**src/design/zts_pkg.sv**
```systemverilog
// Package for the Zipf table sampler: shared constants, command and status types.
// No dependencies.
package zts_pkg;

  // Number of range table entries
  localparam int MaxRanges = 4096;

  localparam logic [63:0] MixMulA = 64'hC2B2AE3D27D4EB4F;
  localparam logic [63:0] MixMulB = 64'h165667B19E3779F9;

  // Last mix step: three xor-shifts plus two multiplies of three steps each
  localparam logic [3:0] MixLastStep = 4'd8;

  localparam logic [1:0] ModeUniform  = 2'd0;
  localparam logic [1:0] ModePermuted = 2'd1;

  localparam logic [1:0] CfgMode  = 2'd0;
  localparam logic [1:0] CfgBound = 2'd1;
  localparam logic [1:0] CfgCount = 2'd2;

  // Operand selects for the shared divider
  typedef enum logic [1:0] {
    DIV_OFFSET_BOUND,
    DIV_OFFSET_SIZE,
    DIV_MIX_BOUND
  } div_sel_e;

  typedef struct packed {
    logic     load_wr;     // write table entry from request
    logic     capture;     // latch request words
    logic     srch_init;   // set search bounds
    logic     srch_rd;     // read threshold at mid
    logic     srch_step;   // update bounds with read data
    logic     ent_rd;      // read start/size at lo
    logic     div_start;
    div_sel_e div_sel;
    logic     rank_form;   // rank = rem (or 0) + start
    logic     mix_step;    // advance one mix stage
    logic     mix_init;
    logic     res_load;    // output value from divider
    logic     res_rank;    // output value is rank
  } zts_cmd_t;

  typedef struct packed {
    logic div_busy;
    logic srch_done;
  } zts_sts_t;

endpackage

```
**src/design/zts_ctrl.sv**
```systemverilog
// Controller state machine: sequences search, divides, mix and output.
// Depends on zts_pkg.
module zts_ctrl import zts_pkg::*; (
  input  logic     clk_i,
  input  logic     rst_ni,
  input  logic     in_valid_i,
  input  logic     in_kind_i,
  output logic     in_ready_o,
  output logic     out_valid_o,
  input  logic     out_ready_i,
  input  logic [1:0] mode_i,
  output zts_cmd_t cmd_o,
  input  zts_sts_t sts_i
);
  localparam logic [3:0] S_IDLE  = 4'd0;
  localparam logic [3:0] S_UDIV  = 4'd1;
  localparam logic [3:0] S_SRCH  = 4'd2;
  localparam logic [3:0] S_SCMP  = 4'd3;
  localparam logic [3:0] S_ERD   = 4'd4;
  localparam logic [3:0] S_RDIV0 = 4'd5;
  localparam logic [3:0] S_RDIV  = 4'd6;
  localparam logic [3:0] S_RANK  = 4'd7;
  localparam logic [3:0] S_MIX   = 4'd8;
  localparam logic [3:0] S_MDIV  = 4'd9;
  localparam logic [3:0] S_OUT   = 4'd10;
  localparam logic [3:0] S_WAIT  = 4'd11;

  logic [3:0] state_q, state_d;
  logic [1:0] mode_q, mode_d;
  logic [3:0] mcnt_q, mcnt_d;
  logic       ovld_q, ovld_d;
  logic       go;

  // Accept a new request when idle and no result is blocking
  assign in_ready_o  = (state_q == S_IDLE) && !ovld_q;
  assign out_valid_o = ovld_q;
  assign go = in_valid_i && in_ready_o;

  always_comb begin
    state_d = state_q;
    mode_d  = mode_q;
    mcnt_d  = mcnt_q;
    ovld_d  = ovld_q;
    cmd_o   = '0;
    cmd_o.div_sel = DIV_OFFSET_BOUND;
    if (ovld_q && out_ready_i) ovld_d = 1'b0;
    unique case (state_q)
      S_IDLE: begin
        if (go) begin
          cmd_o.capture = 1'b1;
          if (!in_kind_i) begin
            cmd_o.load_wr = 1'b1;
          end else begin
            mode_d = mode_i;
            if (mode_i == ModeUniform) begin
              state_d = S_UDIV;
            end else begin
              cmd_o.srch_init = 1'b1;
              state_d = S_SRCH;
            end
          end
        end
      end
      S_UDIV: begin
        cmd_o.div_start = 1'b1;
        state_d = S_WAIT;
      end
      S_WAIT: begin
        cmd_o.div_sel = (mode_q == ModeUniform) ? DIV_OFFSET_BOUND : DIV_MIX_BOUND;
        if (!sts_i.div_busy) begin
          cmd_o.res_load = 1'b1;
          state_d = S_OUT;
        end
      end
      S_SRCH: begin
        if (sts_i.srch_done) begin
          state_d = S_ERD;
        end else begin
          cmd_o.srch_rd = 1'b1;
          state_d = S_SCMP;
        end
      end
      S_SCMP: begin
        cmd_o.srch_step = 1'b1;
        state_d = S_SRCH;
      end
      S_ERD: begin
        cmd_o.ent_rd = 1'b1;
        state_d = S_RDIV0;
      end
      S_RDIV0: begin
        cmd_o.div_sel = DIV_OFFSET_SIZE;
        cmd_o.div_start = 1'b1;
        state_d = S_RDIV;
      end
      S_RDIV: begin
        cmd_o.div_sel = DIV_OFFSET_SIZE;
        if (!sts_i.div_busy) begin
          cmd_o.rank_form = 1'b1;
          state_d = S_RANK;
        end
      end
      S_RANK: begin
        if (mode_q == ModePermuted) begin
          cmd_o.mix_init = 1'b1;
          mcnt_d = '0;
          state_d = S_MIX;
        end else begin
          cmd_o.res_rank = 1'b1;
          state_d = S_OUT;
        end
      end
      S_MIX: begin
        cmd_o.mix_step = 1'b1;
        mcnt_d = mcnt_q + 4'd1;
        if (mcnt_q == MixLastStep) state_d = S_MDIV;
      end
      S_MDIV: begin
        cmd_o.div_sel = DIV_MIX_BOUND;
        cmd_o.div_start = 1'b1;
        state_d = S_WAIT;
      end
      S_OUT: begin
        ovld_d = 1'b1;
        state_d = S_IDLE;
      end
      default: state_d = S_IDLE;
    endcase
  end

  always_ff @(posedge clk_i or negedge rst_ni) begin
    if (!rst_ni) begin
      state_q <= S_IDLE;
      mode_q  <= '0;
      mcnt_q  <= '0;
      ovld_q  <= 1'b0;
    end else begin
      state_q <= state_d;
      mode_q  <= mode_d;
      mcnt_q  <= mcnt_d;
      ovld_q  <= ovld_d;
    end
  end
endmodule

```
**config.mk**
```make
export PLATFORM = sky130hd
export DESIGN_NAME = zts_ctrl
export DESIGN_NICKNAME = d
export VERILOG_FILES = /design/src/design/zts_pkg.sv /design/src/design/zts_ctrl.sv
export SDC_FILE = /design/constraint.sdc
export NUM_CORES = 1
export LEC_CHECK = 0
export ABC_AREA = 1
export BUFFER_PORTS_ARGS = -buffer_cell sky130_fd_sc_hd__buf_4
export CAP_MARGIN = 20
export CORE_UTILIZATION = 45
export CTS_CLUSTER_SIZE = 40
export DETAILED_ROUTE_END_ITERATION = 7
export HOLD_SLACK_MARGIN = 0.15
export PLACE_DENSITY = 0.71
export SETUP_SLACK_MARGIN = 0.1
export SLEW_MARGIN = 40
export SYNTH_ARGS = -nofsm -noshare
export SYNTH_HDL_FRONTEND = slang
export SYNTH_SLANG_ARGS = --single-unit
```
**constraint.sdc**
```tcl
create_clock -name clk_i -period 1.6 [get_ports clk_i]
set_input_delay 0.16 -clock clk_i [delete_from_list [all_inputs] [get_ports clk_i]]
set_output_delay 0.16 -clock clk_i [all_outputs]
set_load 0.05 [all_outputs]
```
== Word-level counts from Yosys, hierarchy flattened ==
Cells that the tools add are included.
Word-level totals
  flip-flop bits (word level): 11
  latch bits: 0
  bits in writable memories: 0
  ROM bits: 0
  output and inout port bits: 16
  logic and storage cells: 72
  memories: 0
Operators by class
  add/subtract/negate cells: 1
  $mul: 0
  divide/modulo/power cells: 0
  magnitude comparators: 0
  equal/unequal tests: 19
  shifts and indexed selects: 0
  multiplexer cells: 33
  bitwise operators: 0
  reduce and logical (&&, ||, !) cells: 15
Operators with widths (number)
  $pmux W4 S10: 1
  $mux W4: 6
  $eq A4 B4 Y1 const B: 5
  $mux W1: 18
  $eq A4 B3 Y1 const B: 4
  $ne A2 B2 Y1 const B: 6
  $mux W3: 3
  $eq A4 B2 Y1 const B: 2
  $pmux W4 S2: 1
  $mux W2: 3
  $pmux W2 S3: 1
  $reduce_and A5 Y1: 1
  $add A4 B1 Y4 const B: 1
  $eq A4 B1 Y1 const B: 1
  $logic_not A2 Y1: 2
  $logic_not A4 Y1: 1
  $reduce_bool A2 Y1: 2
  $reduce_or A2 Y1: 2
  $logic_and A1 B1 Y1: 3
  $reduce_and A3 Y1: 1
  $reduce_or A3 Y1: 1
  $eq A2 B1 Y1 const B: 1
  $reduce_and A2 Y1: 1
  $logic_not A1 Y1: 1

== Logic depth before layout (Yosys ltp) ==
  depth after elaboration: 5
  depth in mapped cells: 8
  mapped depth without buffers: 8

== Worst setup path before layout ==
OpenSTA, ideal clock, no wires.
  path type: register to output
  start point: register ovld_q, in the netlist out_valid_o
  end point: output port cmd_o[13] in the netlist's numbering
  data arrival time: 2228 ps
  required time: 1440 ps
  setup slack: -788 ps
  cell stages (with the launch flop): 2
  cells stage by stage: dfrtp_1 nor4_1
RTL lines
  from (decl): line zts_ctrl.sv:31  | logic ovld_q, ovld_d;
  from (signal assigned): line zts_ctrl.sv:141  | ovld_q <= ovld_d;
  to (decl): line zts_ctrl.sv:12  | output zts_cmd_t cmd_o,

==> flow_summary_export.csv <==
group,metric,value,unit
run_status,status,"finished, violations left",
run_status,violated_checks,"negative setup slack",
clocking,cts_max_path_buffers,2,
setup_path,critPathBufInv,1,
finish,finalNonFillerCells,190,
floorplanning,io-pin-count,25,
flow_run,cap_viol_max_count,0,
sta,worst-slew-pin-transition,0.341,ns
sta,final.setup_skew,0.00246,ns
sta,min_period,1.62,ns
synthesis,syn-cell-area,817,um2
placement,port_buffers,24,
clocking,cts.sinks,11,
global_route,first_global_vias,801,
setup_path,cp_common_cell,"sky130_fd_sc_hd__nor2_4",
power_and_ir_drop,total_power,2.72,mW
placement,post-place-cells,167,
synthesis,synthArstFlopShare,100,%
synthesis,synth_top_area_cell,"sky130_fd_sc_hd__dfrtp_1",
synthesis,seq_area_frac_synth,33.7,%
floorplanning,dieHeight,44.6,um
sta,worst_slew_margin_rel,77.2,%
synthesis,synth.yosys.warnings,0,
setup_path,worstSetupStartpointType,"register",
clocking,cts-root-buf,"sky130_fd_sc_hd__clkbuf_4",
power_and_ir_drop,power_per_unit_of_standard_cell_area,1870,nW/um2
clocking,clk-insertion-delay-late,0.28,ns
power_and_ir_drop,leakagePower,0.729,nW
finish,area_added_between_synthesis_and_finish,78.1,%
finish,diodes,0,
sta,final.period_utilization,101,%
floorplanning,initial_utilization,47.8,%
synthesis,synthCells,115,
synthesis,synth_cell_type_count,24,
setup_path,timing.reg2reg.setup_slack,0.13,ns
clocking,htree_num_levels,1,
synthesis,synth_edf_count,0,
global_route,antenna_found_initial,0,
placement,place_area,1080,um2
sta,hold_violations,0,
synthesis,synthMostInstantiatedCell,"sky130_fd_sc_hd__nand2_1",
floorplanning,placement_rows,15,
global_route,gr-total-overflow,0,
sta,timing_max_transition_violations_final,0,
synthesis,synth_fp_nets,126,
setup_path,crit_chain,"nor2_4, nand2_4, nor3_4, nand2_2, nor2_4, buf_8",
routing,wire_per_inst,14.0,um
placement,gpl.final_weighted_congestion,0.827,
routing,num_vias,944,
sta,achievable-frequency,0.617,GHz
floorplanning,die-width,44.6,um
sta,post-route-worst-setup-slack,-0.0215,ns
setup_path,critical_path.max_stage_delay,0.46,ns
finish,finish.net_count,177,
setup_path,timing.critical_path.max_delay_family,"simple AND/OR/NAND/NOR gates",
routing,detailedRoute.firstPassIterationCount,4,
routing,detailed_router_s_first_iteration_violation_count,23,
sta,setup_viol,2,
synthesis,syn_avg_cell_area,7.10,um2
setup_path,critical_path.slowest_cell,"sky130_fd_sc_hd__dfrtp_2",
routing,routed_wl,2670,um
placement,hpwl,1610,um
synthesis,yosysTopAreaCellShare,33.7,%
setup_path,cp.arrival,1.46,ns
clocking,cts_inserted_buffers,3,
floorplanning,core-area,1710,um2
global_route,grtUsageTotal,24.5,%
finish,area_of_all_placed_cells_without_fillers,1460,um2
setup_path,crit_path_max_fanout,5,
setup_path,end_kind,"output port",
global_route,grt_max_degree,12,
worst_hold_path,worstHoldPathType,"in -> reg",
setup_path,cp_data_required_time,1.44,ns
synthesis,synth_top_cells_by_count,"28 x sky130_fd_sc_hd__nand2_1, 19 x sky130_fd_sc_hd__inv_1, 13 x sky130_fd_sc_hd__nor2_1",
clocking,worst_setup_hold_path_clk_slew,0.07,ns
global_route,wire_length_of_the_first_global_routing_pass,3510,um
floorplanning,dieArea,1990,um2
routing,antenna_left,0,
sta,rsz0062_at_grt,"true",
placement,pre_cts_slack,0.146,ns
clocking,cts_tree,"done",
synthesis,synth_area_leaders,"sky130_fd_sc_hd__dfrtp_1 34%, sky130_fd_sc_hd__nand2_1 13%, sky130_fd_sc_hd__inv_1 8.7%, sky130_fd_sc_hd__nor2_4 8.3%, sky130_fd_sc_hd__nor2_1 6.0%",
setup_path,critical_path_class,"reg -> out",
finish,n_fill_cell,102,
synthesis,dominantRegCellSynth,"sky130_fd_sc_hd__dfrtp_1",
synthesis,synth_seq_cells,11,
power_and_ir_drop,power.ir.vdd_worst,1.26,mV
routing,drc,0,
finish,final_layout_size_suffix_gt1_share,53.9,%
routing,vias_per_instance,4.97,
-- final timing paths --
check / start / to / depth (start not counted)
setup / recovery: state_q[0] / cmd_o[11] / 6
hold / removal: mode_i[1] / mode_q[1] / 3
setup reg to reg: state_q[2] / state_q[1] / 9
hold reg to reg: mode_q[1] / mode_q[1] / 2
max in group asynchronous: rst_ni / state_q[3] / 2
min in group asynchronous: rst_ni / mode_q[0] / 2
-- layout make-up --
class	instances	area, um2	share of cell area (%)
Timing Repair Buffer	46	447	30.7
Inverter	22	97.6	6.71
Multi-Input combinational cell	82	572	39.3
Sequential cell	11	282	19.3
Tap cell	25	31.3	2.15
Clock buffer	4	26.3	1.81
-- routing by layer --
layer  up-vias  track usage, %  part of all wire [%]
li1        464               -                     -
met5         -               0                     0
met2        27            40.0                    55
met4         0            9.09                  0.94
met1       450            33.0                    41
met3         3            3.27                   3.8
-- where the power goes --
group | total (mW) | switching (mW) | internal (mW)
Clock | 0.200 | 0.103 | 0.0969
Sequential | 0.546 | 0.145 | 0.401
Combinational | 1.98 | 1.20 | 0.774
Total | 2.72 | 1.45 | 1.27
-- flip-flops by register name, indices dropped and copies added, names as in the netlist --
signal	flops
state_q	4
mcnt_q	4
mode_q	2
out_valid_o	1
-- cell usage in the layout (no fill, tap or decap), drive strengths merged, types with 2 or more instances in the layout --
master	synthesis	final
ha	2	2
inv	22	22
dfrtp	11	11
nand4	2	2
o21ai	6	6
nand2	33	33
buf	0	43
nand3	9	9
nor3	2	2
clkbuf	0	4
nor2	20	20
dlygate4sd3	0	3
-- stage by stage --
stage	hold slack [ns]	utilization (%)	setup TNS [ns]
3_3_place_gp	-0.00209	63.5	0
5_1_grt	0.192	85.2	-0.263
4_1_cts	0.176	76.6	0
3_5_place_dp	0.0000965	63.5	0
6_report	0.164	85.2	-0.0219
2_1_floorplan	-0.136	-	-0.596
-- cells by family (layout without fill, tap and decap cells) --
kind of cell	after synthesis	after routing	share of synthesized area (%)
adders and majority gates	2	2	3.06
xor gates and xnor gates	1	1	1.07
AOI/OAI and AO/OA	11	11	8.58
and+or+nand+nor	68	68	43.5
buffers and inverters	22	72	10.1
DFF	11	11	33.7
-- worst register-to-register path, cell delays in order, from the launching register on --
cell and delay, ns:
sky130_fd_sc_hd__dfrtp_2 0.41, sky130_fd_sc_hd__buf_6 0.15, sky130_fd_sc_hd__inv_8 0.04, sky130_fd_sc_hd__nor2_4 0.19, sky130_fd_sc_hd__nand2_2 0.09, sky130_fd_sc_hd__buf_4 0.15, sky130_fd_sc_hd__a21boi_4 0.16, sky130_fd_sc_hd__nor2_2 0.05
sky130_fd_sc_hd__nand3_1 0.06, sky130_fd_sc_hd__nand2_1 0.06
-- repair_timing --
item	CTS	global route
hold buffers	3	0
hold endpoints to repair	13	0
setup endpoints to repair	13	17
buffers inserted	10	6
pin swaps	11	6
gates resized for setup	27	28
gates cloned	0	0
(Power assumes the default switching activity.)
